## src/saf_pkg.sv

```systemverilog
// Shared types, constants and decode functions for the signal aspect LED fader.
// Used by the RAM-backed top level and its checker; no dependencies.
`timescale 1ns / 1ps
`default_nettype none

package saf_pkg;

  localparam int NUM_SIGNALS_DEF = 8;
  localparam int LAMPS           = 7;
  localparam int LVL_W           = 16;
  localparam int ASPECT_W        = 5;
  localparam int CFG_W           = 16;
  localparam int BLINK_W         = 15;
  localparam int IDX_W           = 3;
  localparam int CNT_W           = 16;
  localparam int REG_IDX_W       = 3;

  // lamp positions in an entry
  localparam int L_R   = 0;
  localparam int L_W   = 1;
  localparam int L_YH  = 2;
  localparam int L_YV  = 3;
  localparam int L_G   = 4;
  localparam int L_BA1 = 5;
  localparam int L_BA2 = 6;

  localparam logic [ASPECT_W-1:0] ASPECT_RED       = 5'd0;
  localparam logic [ASPECT_W-1:0] ASPECT_COUNT     = 5'd18;
  localparam logic [ASPECT_W-1:0] ASPECT_BLINK_RED = 5'd18;
  localparam logic [ASPECT_W-1:0] ASPECT_BA_BOTH   = 5'd14;
  localparam logic [ASPECT_W-1:0] ASPECT_BA2_ONLY  = 5'd10;
  localparam logic [ASPECT_W-1:0] ASPECT_BA1_ONLY  = 5'd6;
  localparam logic [ASPECT_W-1:0] SUB_BA_BOTH      = 5'd12;
  localparam logic [ASPECT_W-1:0] SUB_BA2_ONLY     = 5'd8;
  localparam logic [ASPECT_W-1:0] SUB_BA1_ONLY     = 5'd4;
  localparam logic [7:0]          SEQ_GROUP_MASK   = 8'h0c;

  localparam logic [CFG_W-1:0]   FADE_IN_RST    = 16'd10;
  localparam logic [CFG_W-1:0]   FADE_OUT_RST   = 16'd10;
  localparam logic [CFG_W-1:0]   FULL_RST       = 16'd1000;
  localparam logic [BLINK_W-1:0] BLINK_OFF_RST  = 15'd100;
  localparam logic [BLINK_W-1:0] BLINK_ON_RST   = 15'd100;

  typedef enum logic [REG_IDX_W-1:0] {
    REG_FADE_IN   = 3'd0,
    REG_FADE_OUT  = 3'd1,
    REG_FULL      = 3'd2,
    REG_BLINK_OFF = 3'd3,
    REG_BLINK_ON  = 3'd4
  } reg_idx_t;

  typedef enum logic {
    OP_SET  = 1'b0,
    OP_TICK = 1'b1
  } op_t;

  typedef enum logic {
    ST_IDLE,
    ST_CALC
  } state_t;

  // main panel sub-aspects
  typedef enum logic [2:0] {
    MP_RED    = 3'd0,
    MP_WHITE  = 3'd1,
    MP_YY     = 3'd2,
    MP_YH_G   = 3'd3,
    MP_YV_G   = 3'd4,
    MP_GREEN  = 3'd5
  } panel_t;

  typedef logic [LVL_W-1:0] level_t;

  typedef struct packed {
    logic [ASPECT_W-1:0]     aspect;
    logic                    blink;
    logic [CNT_W-1:0]        counter;
    level_t [LAMPS-1:0]      lv;
    logic                    open_st;
    logic                    closed_st;
  } entry_t;

  function automatic logic [LAMPS-1:0] on_mask(input logic [2:0] k);
    logic [LAMPS-1:0] m;
    unique case (k)
      MP_RED:   m = 7'b0000001;
      MP_WHITE: m = 7'b0000011;
      MP_YY:    m = 7'b0001100;
      MP_YH_G:  m = 7'b0010100;
      MP_YV_G:  m = 7'b0011000;
      MP_GREEN: m = 7'b0010000;
      default:  m = '0;
    endcase
    return m;
  endfunction

  function automatic logic [LAMPS-1:0] off_mask(input logic [2:0] k);
    logic [LAMPS-1:0] m;
    unique case (k)
      MP_RED:   m = 7'b1111110;
      MP_WHITE: m = 7'b1111100;
      MP_YY:    m = 7'b0010011;
      MP_YH_G:  m = 7'b0001011;
      MP_YV_G:  m = 7'b0000111;
      MP_GREEN: m = 7'b0001111;
      default:  m = '0;
    endcase
    return m;
  endfunction

  // aspect sequence rule, 8-bit wrapping after the offset
  function automatic logic seq_ok(input logic [ASPECT_W-1:0] o, input logic [ASPECT_W-1:0] n);
    logic [7:0] o8;
    logic [7:0] n8;
    logic       ok;
    o8 = {3'b000, o} - 8'd2;
    n8 = {3'b000, n} - 8'd2;
    if (n >= ASPECT_COUNT) begin
      ok = 1'b0;
    end else if (n == o) begin
      ok = 1'b0;
    end else if (n == ASPECT_RED || o == ASPECT_RED) begin
      ok = 1'b1;
    end else if (o == 5'd1) begin
      ok = 1'b0;
    end else if (n8 == 8'd0 && o8 <= 8'd3) begin
      ok = 1'b1;
    end else if (n8 == 8'd2 && o8 == 8'd3) begin
      ok = 1'b1;
    end else if (o8[0]) begin
      ok = 1'b0;
    end else if ((o8 & SEQ_GROUP_MASK) != (n8 & SEQ_GROUP_MASK)) begin
      ok = 1'b0;
    end else begin
      ok = (o8[1:0] == 2'd0 && n8[1:0] != 2'd0) || (o8[1:0] == 2'd2 && n8[1:0] == 2'd3);
    end
    return ok;
  endfunction

endpackage

`default_nettype wire

```

## src/saf_ram.sv

```systemverilog
// Generic single-port-write, single-port-read RAM with registered read data.
// No dependencies.
`timescale 1ns / 1ps
`default_nettype none

module saf_ram #(
  parameter int WIDTH = 8,
  parameter int DEPTH = 8
) (
  input  wire logic                                   clk,
  input  wire logic                                   we,
  input  wire logic [(DEPTH > 1 ? $clog2(DEPTH) : 1)-1:0] waddr,
  input  wire logic [WIDTH-1:0]                       wdata,
  input  wire logic [(DEPTH > 1 ? $clog2(DEPTH) : 1)-1:0] raddr,
  output logic      [WIDTH-1:0]                       rdata
);

  logic [WIDTH-1:0] mem [DEPTH];

  always_ff @(posedge clk) begin
    if (we) begin
      mem[waddr] <= wdata;
    end
    rdata <= mem[raddr];
  end

endmodule

`default_nettype wire

```

## src/signal_aspect_led_fader_top.sv

```systemverilog
// Aspect controller and LED fader for NUM_SIGNALS light signals.
// Depends on saf_pkg and saf_ram (per-signal state memory).
//
//   channel  | handshake            | payload
//   ---------+----------------------+------------------------------------------
//   config   | cfg_write            | cfg_index, cfg_data
//   input    | in_valid / in_ready  | operation, signal_index, new_aspect
//   output   | out_valid / out_ready| out_index, seven levels, flags, counts
//
// Each transaction is a state memory read (ST_IDLE), then modify/write-back (ST_CALC).
// One transaction is in flight at a time.
// A result waits in the output register while the next transaction is read.
// Reset restores config defaults and clears control and the per-entry valid bits (no memory sweep).
// A stalled output holds the calc step until the output register frees.
`timescale 1ns / 1ps
`default_nettype none

module signal_aspect_led_fader_top #(
  parameter int NUM_SIGNALS = saf_pkg::NUM_SIGNALS_DEF
) (
  input  wire logic                          clk,
  input  wire logic                          rst,
  input  wire logic                          cfg_write,
  input  wire logic [saf_pkg::REG_IDX_W-1:0] cfg_index,
  input  wire logic [saf_pkg::CFG_W-1:0]     cfg_data,
  input  wire logic                          in_valid,
  output logic                               in_ready,
  input  wire logic                          operation,
  input  wire logic [saf_pkg::IDX_W-1:0]     signal_index,
  input  wire logic [saf_pkg::ASPECT_W-1:0]  new_aspect,
  output logic                               out_valid,
  input  wire logic                          out_ready,
  output logic [saf_pkg::IDX_W-1:0]          out_index,
  output logic [saf_pkg::LVL_W-1:0]          red_level,
  output logic [saf_pkg::LVL_W-1:0]          white_level,
  output logic [saf_pkg::LVL_W-1:0]          yellow_h_level,
  output logic [saf_pkg::LVL_W-1:0]          yellow_v_level,
  output logic [saf_pkg::LVL_W-1:0]          green_level,
  output logic [saf_pkg::LVL_W-1:0]          ba1_level,
  output logic [saf_pkg::LVL_W-1:0]          ba2_level,
  output logic                               open_flag,
  output logic                               closed_flag,
  output logic [1:0]                         status_changes,
  output logic                               aspect_taken
);

  localparam int AW      = (NUM_SIGNALS > 1) ? $clog2(NUM_SIGNALS) : 1;
  localparam int ENTRY_W = $bits(saf_pkg::entry_t);
  localparam int LAMPS   = saf_pkg::LAMPS;

  // config registers
  logic [saf_pkg::CFG_W-1:0]   fade_in_step;
  logic [saf_pkg::CFG_W-1:0]   fade_out_step;
  logic [saf_pkg::CFG_W-1:0]   full_intensity;
  logic [saf_pkg::BLINK_W-1:0] blink_off_ticks;
  logic [saf_pkg::BLINK_W-1:0] blink_on_ticks;

  saf_pkg::state_t              state;
  saf_pkg::state_t              state_next;
  logic                         item_op;
  logic [saf_pkg::IDX_W-1:0]    item_idx;
  logic [AW-1:0]                item_addr;
  logic [saf_pkg::ASPECT_W-1:0] item_aspect;
  logic                         item_in_range;
  logic [NUM_SIGNALS-1:0]       entry_valid;

  logic                         in_accept;
  logic                         calc_go;
  logic                         ram_we;
  logic [AW-1:0]                ram_raddr;
  logic [ENTRY_W-1:0]           ram_rdata;
  saf_pkg::entry_t              cur;
  saf_pkg::entry_t              nxt;
  logic [1:0]                   changes;
  logic                         taken;

  always_ff @(posedge clk) begin
    if (rst) begin
      fade_in_step    <= saf_pkg::FADE_IN_RST;
      fade_out_step   <= saf_pkg::FADE_OUT_RST;
      full_intensity  <= saf_pkg::FULL_RST;
      blink_off_ticks <= saf_pkg::BLINK_OFF_RST;
      blink_on_ticks  <= saf_pkg::BLINK_ON_RST;
    end else if (cfg_write) begin
      unique case (cfg_index)
        saf_pkg::REG_FADE_IN:   fade_in_step    <= cfg_data;
        saf_pkg::REG_FADE_OUT:  fade_out_step   <= cfg_data;
        saf_pkg::REG_FULL:      full_intensity  <= cfg_data;
        saf_pkg::REG_BLINK_OFF: blink_off_ticks <= cfg_data[saf_pkg::BLINK_W-1:0];
        saf_pkg::REG_BLINK_ON:  blink_on_ticks  <= cfg_data[saf_pkg::BLINK_W-1:0];
        default: ;
      endcase
    end
  end

  // control FSM
  always_ff @(posedge clk) begin
    if (rst) begin
      state <= saf_pkg::ST_IDLE;
    end else begin
      state <= state_next;
    end
  end

  always_comb begin
    state_next = state;
    in_ready   = 1'b0;
    calc_go    = 1'b0;
    unique case (state)
      saf_pkg::ST_IDLE: begin
        in_ready = 1'b1;
        if (in_valid) begin
          state_next = saf_pkg::ST_CALC;
        end
      end
      saf_pkg::ST_CALC: begin
        if (!out_valid || out_ready) begin
          calc_go    = 1'b1;
          state_next = saf_pkg::ST_IDLE;
        end
      end
      default: state_next = saf_pkg::ST_IDLE;
    endcase
  end

  assign in_accept = in_valid && in_ready;
  assign ram_we    = calc_go && item_in_range;
  assign ram_raddr = (state == saf_pkg::ST_IDLE) ? AW'(signal_index) : item_addr;

  always_ff @(posedge clk) begin
    if (in_accept) begin
      item_op       <= operation;
      item_idx      <= signal_index;
      item_addr     <= AW'(signal_index);
      item_aspect   <= new_aspect;
      item_in_range <= (32'(signal_index) < NUM_SIGNALS);
    end
  end

  always_ff @(posedge clk) begin
    if (rst) begin
      entry_valid <= '0;
    end else if (ram_we) begin
      entry_valid[item_addr] <= 1'b1;
    end
  end

  saf_ram #(
    .WIDTH (ENTRY_W),
    .DEPTH (NUM_SIGNALS)
  ) u_state_ram (
    .clk   (clk),
    .we    (ram_we),
    .waddr (item_addr),
    .wdata (ENTRY_W'(nxt)),
    .raddr (ram_raddr),
    .rdata (ram_rdata)
  );

  // never-written entries read as the reset state
  assign cur = entry_valid[item_addr] ? saf_pkg::entry_t'(ram_rdata) : '0;

  // read-modify logic
  always_comb begin
    saf_pkg::level_t           up_val [LAMPS];
    saf_pkg::level_t           dn_val [LAMPS];
    logic [LAMPS-1:0]          up_done;
    logic [LAMPS-1:0]          on_m;
    logic [LAMPS-1:0]          off_m;
    logic [saf_pkg::LVL_W:0]   up_sum;
    logic [saf_pkg::ASPECT_W-1:0] sub;
    logic [saf_pkg::ASPECT_W-1:0] kk;
    logic [2:0]                k;
    logic                      go_main;
    logic [saf_pkg::CNT_W-1:0] c1;
    logic [2:0]                jit;
    logic [saf_pkg::CNT_W-1:0] period;
    logic                      blink_dark;
    logic                      dark;
    logic                      lit_full;
    logic                      closing;
    logic                      new_open;
    logic                      new_closed;

    nxt     = cur;
    changes = 2'd0;
    taken   = 1'b0;

    for (int i = 0; i < LAMPS; i++) begin
      up_sum     = {1'b0, cur.lv[i]} + {1'b0, fade_in_step};
      up_done[i] = (up_sum >= {1'b0, full_intensity});
      up_val[i]  = up_done[i] ? full_intensity : up_sum[saf_pkg::LVL_W-1:0];
      dn_val[i]  = (fade_out_step >= cur.lv[i]) ? '0 : cur.lv[i] - fade_out_step;
    end

    // indicator gating
    go_main = 1'b1;
    if (cur.aspect >= saf_pkg::ASPECT_BA_BOTH) begin
      sub = saf_pkg::SUB_BA_BOTH;
      nxt.lv[saf_pkg::L_BA1] = up_val[saf_pkg::L_BA1];
      if (up_done[saf_pkg::L_BA1]) begin
        nxt.lv[saf_pkg::L_BA2] = up_val[saf_pkg::L_BA2];
        go_main = up_done[saf_pkg::L_BA2];
      end else begin
        go_main = 1'b0;
      end
    end else if (cur.aspect >= saf_pkg::ASPECT_BA2_ONLY) begin
      sub = saf_pkg::SUB_BA2_ONLY;
      nxt.lv[saf_pkg::L_BA2] = up_val[saf_pkg::L_BA2];
      go_main = up_done[saf_pkg::L_BA2];
    end else if (cur.aspect >= saf_pkg::ASPECT_BA1_ONLY) begin
      sub = saf_pkg::SUB_BA1_ONLY;
      nxt.lv[saf_pkg::L_BA1] = up_val[saf_pkg::L_BA1];
      go_main = up_done[saf_pkg::L_BA1];
    end else begin
      sub = '0;
    end
    kk    = cur.aspect - sub;
    k     = kk[2:0];
    on_m  = saf_pkg::on_mask(k);
    off_m = saf_pkg::off_mask(k);

    // blinking
    c1         = cur.counter + 1'b1;
    jit        = item_idx + cur.aspect[2:0];
    period     = {1'b0, blink_off_ticks} + {1'b0, blink_on_ticks};
    blink_dark = (c1 < {1'b0, blink_off_ticks});
    dark       = cur.blink && blink_dark;

    lit_full   = &(up_done | ~on_m);
    closing    = (k == saf_pkg::MP_RED);
    new_open   = closing ? 1'b0 : ((!dark && lit_full) ? 1'b1 : cur.open_st);
    new_closed = closing ? ((!dark && lit_full) ? 1'b1 : cur.closed_st) : 1'b0;

    if (item_op == saf_pkg::OP_TICK) begin
      if (go_main) begin
        for (int i = 0; i < LAMPS; i++) begin
          if (off_m[i]) begin
            nxt.lv[i] = dn_val[i];
          end else if (on_m[i]) begin
            nxt.lv[i] = dark ? dn_val[i] : up_val[i];
          end
        end
        if (cur.blink) begin
          if (!blink_dark && period >= {13'd0, jit} &&
              ({1'b0, c1} + {14'd0, jit} >= {1'b0, period})) begin
            nxt.counter = '0;
          end else begin
            nxt.counter = c1;
          end
        end
        nxt.open_st   = new_open;
        nxt.closed_st = new_closed;
        changes = 2'({1'b0, new_open != cur.open_st} + {1'b0, new_closed != cur.closed_st});
      end
    end else begin
      nxt = cur;
      if (item_aspect == saf_pkg::ASPECT_RED) begin
        nxt.aspect = saf_pkg::ASPECT_RED;
        nxt.blink  = 1'b0;
      end else if (item_aspect == saf_pkg::ASPECT_BLINK_RED) begin
        nxt.aspect = saf_pkg::ASPECT_RED;
        nxt.blink  = 1'b1;
      end else if (saf_pkg::seq_ok(cur.aspect, item_aspect)) begin
        nxt.aspect = item_aspect;
      end
      taken = (nxt.aspect != cur.aspect) || (nxt.blink != cur.blink);
    end
  end

  // output register
  always_ff @(posedge clk) begin
    if (rst) begin
      out_valid <= 1'b0;
    end else if (calc_go) begin
      out_valid <= 1'b1;
    end else if (out_ready) begin
      out_valid <= 1'b0;
    end
  end

  always_ff @(posedge clk) begin
    if (calc_go) begin
      out_index <= item_idx;
      if (item_in_range) begin
        red_level      <= nxt.lv[saf_pkg::L_R];
        white_level    <= nxt.lv[saf_pkg::L_W];
        yellow_h_level <= nxt.lv[saf_pkg::L_YH];
        yellow_v_level <= nxt.lv[saf_pkg::L_YV];
        green_level    <= nxt.lv[saf_pkg::L_G];
        ba1_level      <= nxt.lv[saf_pkg::L_BA1];
        ba2_level      <= nxt.lv[saf_pkg::L_BA2];
        open_flag      <= nxt.open_st;
        closed_flag    <= nxt.closed_st;
        status_changes <= changes;
        aspect_taken   <= taken;
      end else begin
        red_level      <= '0;
        white_level    <= '0;
        yellow_h_level <= '0;
        yellow_v_level <= '0;
        green_level    <= '0;
        ba1_level      <= '0;
        ba2_level      <= '0;
        open_flag      <= 1'b0;
        closed_flag    <= 1'b0;
        status_changes <= 2'd0;
        aspect_taken   <= 1'b0;
      end
    end
  end

endmodule

`default_nettype wire

```

## config.mk

```make
export PLATFORM = sky130hd
export DESIGN_NAME = signal_aspect_led_fader_top
export DESIGN_NICKNAME = d
export VERILOG_FILES = /design/src/saf_pkg.sv /design/src/saf_ram.sv /design/src/signal_aspect_led_fader_top.sv
export SDC_FILE = /design/constraint.sdc
export NUM_CORES = 2
export LEC_CHECK = 0
export ABC_CLOCK_PERIOD_IN_PS = 15100
export BUFFER_PORTS_ARGS = -buffer_cell sky130_fd_sc_hd__buf_2
export CAP_MARGIN = 5
export CORE_UTILIZATION = 57
export DETAILED_ROUTE_END_ITERATION = 16
export GPL_TIMING_DRIVEN = 0
export PLACE_DENSITY = 0.83
export SYNTH_ARGS = -nofsm -noshare
export SYNTH_HDL_FRONTEND = slang
export SYNTH_SLANG_ARGS = --single-unit
```

## constraint.sdc

```tcl
create_clock -name clk -period 15.1 [get_ports clk]
set_input_delay 1.51 -clock clk [delete_from_list [all_inputs] [get_ports clk]]
set_output_delay 1.51 -clock clk [all_outputs]
set_load 0.05 [all_outputs]
```

* Yosys cells after proc, flatten, opt, wreduce, memory -nomap -nowiden *
Memories as Yosys holds them, arrays and structs flattened. A register that Yosys moved wholly into a read port is not among the register bits.
Index checks and enable logic that the tools add are counted.

operators by class
  add/subtract/negate cells = 22
  multiplexer cells = 90
  $lt $le $gt $ge = 24
  bitwise operators = 4
  reduce and logical (&&, ||, !) cells = 32
  equal/unequal tests = 21

operator list
  cell                     number
  $mux W16                 41
  $mux W130                2
  $ge A17 B16 Y1           8
  $mux W136                1
  $add A16 B16 Y17         7
  $ge A16 B16 Y1           7
  $sub A16 B16 Y16         7
  $pmux W7 S6              1
  $mux W32                 1
  $mux W1                  31
  $pmux W5 S6              1
  $mux W6                  3
  $add A16 B3 Y17          1
  $add A15 B15 Y16         1
  $add A16 B1 Y16 const B  1
  $eq A8 B2 Y1 const B     2
  $ge A16 B3 Y1            1
  $lt A16 B15 Y1           1
  $eq A3 B2 Y1 const B     4
  $mux W3                  4
  $reduce_and A2 Y1        6
  $sub A5 B2 Y6 const B    2
  $ge A5 B4 Y1 const B     2
  $logic_and A1 B1 Y1      10
  other kinds (33)         48

storage, ports and cells
  memories kept = 1
  word-level logic and storage cells = 217
  output and inout port bits = 122
  memory bits (writable) = 1088
  input bits = 33
  flip-flop bits (word level) = 217

memories
  name             words  width  read ports  clocked after memory_dff  wr ports  line           text
  u_state_ram.mem  8      136    1           1                         1         saf_ram.sv:18  logic [WIDTH-1:0] mem [DEPTH];

* Longest topological paths before layout *
  depth in word-level cells = 24
  mapped depth = 35
  gate-level depth less buffers = 29

* Modules after synthesis *
Synthesis repeated with hierarchy kept, for this count alone.

second synthesis, totals
  cells, all modules = 5618
  area, all modules = 73511.8 um^2

modules (own cells, without submodules)
  module                       area an instance (um^2)  times used  cells an instance  seq. area each (um^2)
  saf_ram                      43506.7                  1           1720               35393.9
  signal_aspect_led_fader_top  30005.0                  1           3898               5635.4

* Worst setup path after synthesis *
OpenSTA, ideal clock, no wires.

  path type = input port to flip-flop
  start = input out_ready
  end = memory u_state_ram.mem[1][0] (netlist name) (enable)
  setup time = 801 ps
  arrival time = 14238 ps
  path buffers = 0
  stages = 4
  setup slack = 61 ps
  required time = 14299 ps
  cells stage by stage = nand2b_1 and2_1 nand2_1 nor3_1

on the way
  longest elaborated chain between the ends = 5

ends and longest elaborated chain
  element                        line                                text
  start: declaration             signal_aspect_led_fader_top.sv:32   input wire logic out_ready,
  $logic_or A1 B1 Y1             signal_aspect_led_fader_top.sv:117  if (!out_valid || out_ready) begin
  $mux W1                        signal_aspect_led_fader_top.sv:117
  $mux W1                        signal_aspect_led_fader_top.sv:109  unique case (state)
  via calc_go                    signal_aspect_led_fader_top.sv:68   logic calc_go;
  $mux W1                        saf_ram.sv:21                       if (we) begin
  $mux W1 (not written as such)  saf_ram.sv:22                       mem[waddr] <= wdata;
  end: declaration               saf_ram.sv:18

The timed path passes the listed nets, and every way through them passes these cells.

==> results.yml <==
drt:
  route.antenna.remaining_nets: 0
  post_route_drc: 0
  m1WireLength_um: 101000
  dr_wl_met3_um: 30200
  routed_via_density: 6.96
  amount_of_wire_on_met2_after_detailed_routing_um: 118000
  drt-initial-drc-count: 7757
  detail_route.wl_per_cell_um: 34.5
  uppermost_metal_layer_occupied_by_signal_nets: "met5"
  totalWireLength_um: 265000
  route.vias.total: 53400
  first_pass_iters: 7
grt:
  grt_first_pass_wirelength_um: 372000
  groute.usage.overall: 0.405
  grt_max_degree: 61
  globalRouteOverflowTotal: 0
  number_of_antenna_violations_at_the_first_check_in_global_routing: 18
  first_global_vias: 51200
synth:
  yosys.cell_count.top_type: "sky130_fd_sc_hd__edfxtp_1"
  postSynth.topFlopCell: "sky130_fd_sc_hd__edfxtp_1"
  synth-edff-count: 1217
  yosys-top-cells-count: "sky130_fd_sc_hd__edfxtp_1 (1217), sky130_fd_sc_hd__nand2_1 (415), sky130_fd_sc_hd__ha_1 (354)"
  post_synth_main_area_contributors: "sky130_fd_sc_hd__edfxtp_1 (50%), sky130_fd_sc_hd__mux4_2 (8.4%), sky130_fd_sc_hd__dfxtp_1 (6.1%), sky130_fd_sc_hd__ha_1 (6.1%), sky130_fd_sc_hd__mux2_2 (2.3%)"
  ys_ff_latch: 1441
  synth_area_um2: 73100
  yosysUniqueCellTypes: 128
  synthesis.nets: 5911
  ys_warn_count: 0
  synthDominantCellAreaShare: 0.500
  synth_cells: 5507
  postSynth.asyncResetShare: 0
  syn-mean-instance-area_um2: 13.3
  seq_area_frac_synth: 0.561
  synth_area_leader_cell: "sky130_fd_sc_hd__edfxtp_1"
setup_path:
  worst_setup_end_kind: "flip-flop"
  worstPathMaxFanout: 10
  timing.critical_path.required_ns: 15.44
  critPathLaunch: "item_addr[1]"
  timing.setup.critical_path_class: "flip-flop to flip-flop"
  reg2reg_from: "item_addr[1]"
  timing.critical_path.from_type: "flip-flop"
  cp_data_arrival_time_ns: 13.29
final_layout:
  fillers: 9009
  final_instance_count_excl_fillers: 7677
  final_layout_size_suffix_gt1_frac: 0.173
  final_net_count: 6289
  seqCellArea_um2: 41000
  multi_input_comb_area_um2: 30300
  layout_area_overhead_pct: 12.4
  final_core_density: 0.645
clocking:
  postCtsSetupBuffers: 0
  clk_pin_slew_ns: 0.07
  cts-htree-levels: 4
  tritoncts.num_buffers: 139
  post_cts_resized: 0
  clk-insertion-delay-late_ns: 0.81
  cts.hold.buffers_added: 0
  tritoncts_clock_tree: "built"
  buffer_levels_on_the_longest_clock_path: 3
  clock-sinks: 1441
  cts-root-buf: "sky130_fd_sc_hd__clkbuf_16"
place:
  placed_cells_incl_taps: 7397
  buffer_ports.inserted: 152
  place.gp.congestion: 1.08
  dpl.hpwl_um: 181000
hold_path:
  hp-start: "fade_out_step[8]"
  holdCritPathClass: "flip-flop to flip-flop"
sta:
  rsz_0062_raised_after_global_routing: "false"
  maxSlewViolCount: 62
  final_min_period_ns: 12.94
  worst_pin_slew_ns: 1.59
  post-route-period-util: 0.857
  final_number_of_setup_violating_endpoints: 0
  maxClockFrequency_ghz: 0.0773
  timing.max_slew.rel_slack: -0.0596
  clock_skew_ns: 0.0383
  report.final.hold_viol_count: 0
run_status:
  violations: "max-capacitance violations, max-slew violations"
  status: "finished, violations left"
floorplanning:
  design.portCount: 155
  initial_core_util: 0.574
  rows: 131
  dieHeight_um: 360
  design.die.area_um2: 130000
  die_width_um: 360
  coreArea_um2: 127000
power_and_ir_drop:
  powerDensity_nw_per_um2: 118
  worst_ir_drop_vdd_mv: 0.124
  power.static_leakage_nw: 30.2
run:
  drv.max_cap_violation_count: 5
## critical path: stages (launching register included)
cell and delay (ns):
sky130_fd_sc_hd__edfxtp_1 0.52, sky130_fd_sc_hd__buf_2 0.26, sky130_fd_sc_hd__nand2b_1 0.35, sky130_fd_sc_hd__o22a_4 0.36, sky130_fd_sc_hd__nand3_1 0.53, sky130_fd_sc_hd__buf_2 0.45, sky130_fd_sc_hd__buf_2 0.51, sky130_fd_sc_hd__clkbuf_1 1.20
sky130_fd_sc_hd__clkbuf_1 1.18, sky130_fd_sc_hd__nand2_1 0.20, sky130_fd_sc_hd__inv_1 0.21, sky130_fd_sc_hd__ha_1 0.29, sky130_fd_sc_hd__nor2b_1 0.16, sky130_fd_sc_hd__o31a_1 0.28, sky130_fd_sc_hd__o311a_1 0.35, sky130_fd_sc_hd__or3_1 0.40
sky130_fd_sc_hd__a21oi_1 0.25, sky130_fd_sc_hd__xnor2_1 0.14, sky130_fd_sc_hd__ha_1 0.31, sky130_fd_sc_hd__nand4_1 0.11, sky130_fd_sc_hd__a211oi_1 0.26, sky130_fd_sc_hd__o2111ai_1 0.22, sky130_fd_sc_hd__nand4_1 0.20, sky130_fd_sc_hd__o21a_1 0.59
sky130_fd_sc_hd__clkbuf_1 0.97, sky130_fd_sc_hd__buf_2 0.63, sky130_fd_sc_hd__buf_1 0.89, sky130_fd_sc_hd__a31oi_1 0.61
## cell type report
type	instances	area share
Sequential cell	1441	0.499
Multi-Input combinational cell	3606	0.369
Clock buffer	181	0.0464
Timing Repair Buffer	237	0.0265
Tap cell	1662	0.0253
Buffer	259	0.0138
Clock inverter	78	0.0104
Inverter	201	0.00918
Antenna cell	12	0.000365
## flip-flops by register name (all words and copies together), names as in the netlist, 2 cells and up
signal             cells
u_state_ram.mem     1088
ba2_level             16
entry_valid            8
red_level             16
ba1_level             16
yellow_h_level        16
out_index              3
fade_out_step         16
white_level           16
status_changes         2
fade_in_step          16
item_aspect            5
item_addr              3
blink_off_ticks       15
green_level           16
u_state_ram.rdata    136
yellow_v_level        16
full_intensity        16
blink_on_ticks        15
## where the power goes
group          leakage (nW)  switching (mW)  internal (mW)
Clock                  2.27            1.55           2.03
Sequential             13.2           0.102           4.52
Combinational          14.8           0.976          0.491
## final timing paths
| path | slack (ns) | end | depth (start not counted) |
|---|---|---|---|
| setup reg to reg | 2.16 | green_level[0] | 27 |
| hold reg to reg | 0.46 | fade_out_step[8] | 2 |
| setup / recovery | 2.16 | green_level[0] | 27 |
| hold / removal | 0.46 | fade_out_step[8] | 2 |
## stage by stage
stage	total power, mW	TNS, ns	hold slack, ns	worst slack (ns)	instance area (um2)
final	9.68	0	0.455	2.16	82200
after detailed placement	6.10	0	0.447	2.80	77400
after global routing	9.90	0	0.477	2.54	82200
after global placement	6.08	-5909.77	0.441	-10.48	76000
after floorplan	5.60	0	0.436	0.0611	73100
after CTS	9.65	0	0.455	2.67	82100
## cell usage in the layout, fill, tap and decap left out, drive strengths merged, types with 94 or more instances in the layout
cell	n
nor2	250
nand2	418
o21ai	223
buf	325
edfxtp	1217
a21o	108
and2	103
mux2	153
nand3	94
dfxtp	224
ha	354
mux4	272
inv	203
xnor2	169
a21oi	337
clkbuf	352
## cell families (layout without fill, tap and decap cells)
group | count (synthesis) | in the layout | share of synthesized area
simple gates | 1213 | 1213 | 0.0810
compound gates | 1268 | 1268 | 0.119
mux | 467 | 467 | 0.113
xor+xnor | 255 | 255 | 0.0306
other cells | 0 | 12 | 0
buf+inv | 460 | 956 | 0.0256
flops | 1441 | 1441 | 0.561
fa+ha+maj | 403 | 403 | 0.0696
## routing by layer
| layer | vias to the layer above | track usage |
|---|---|---|
| li1 | 22200 | - |
| met1 | 26500 | 0.539 |
| met2 | 3814 | 0.608 |
| met3 | 836 | 0.110 |
| met4 | 34 | 0.216 |
| met5 | - | 0.00962 |
Power figures use the tool's default switching activity.
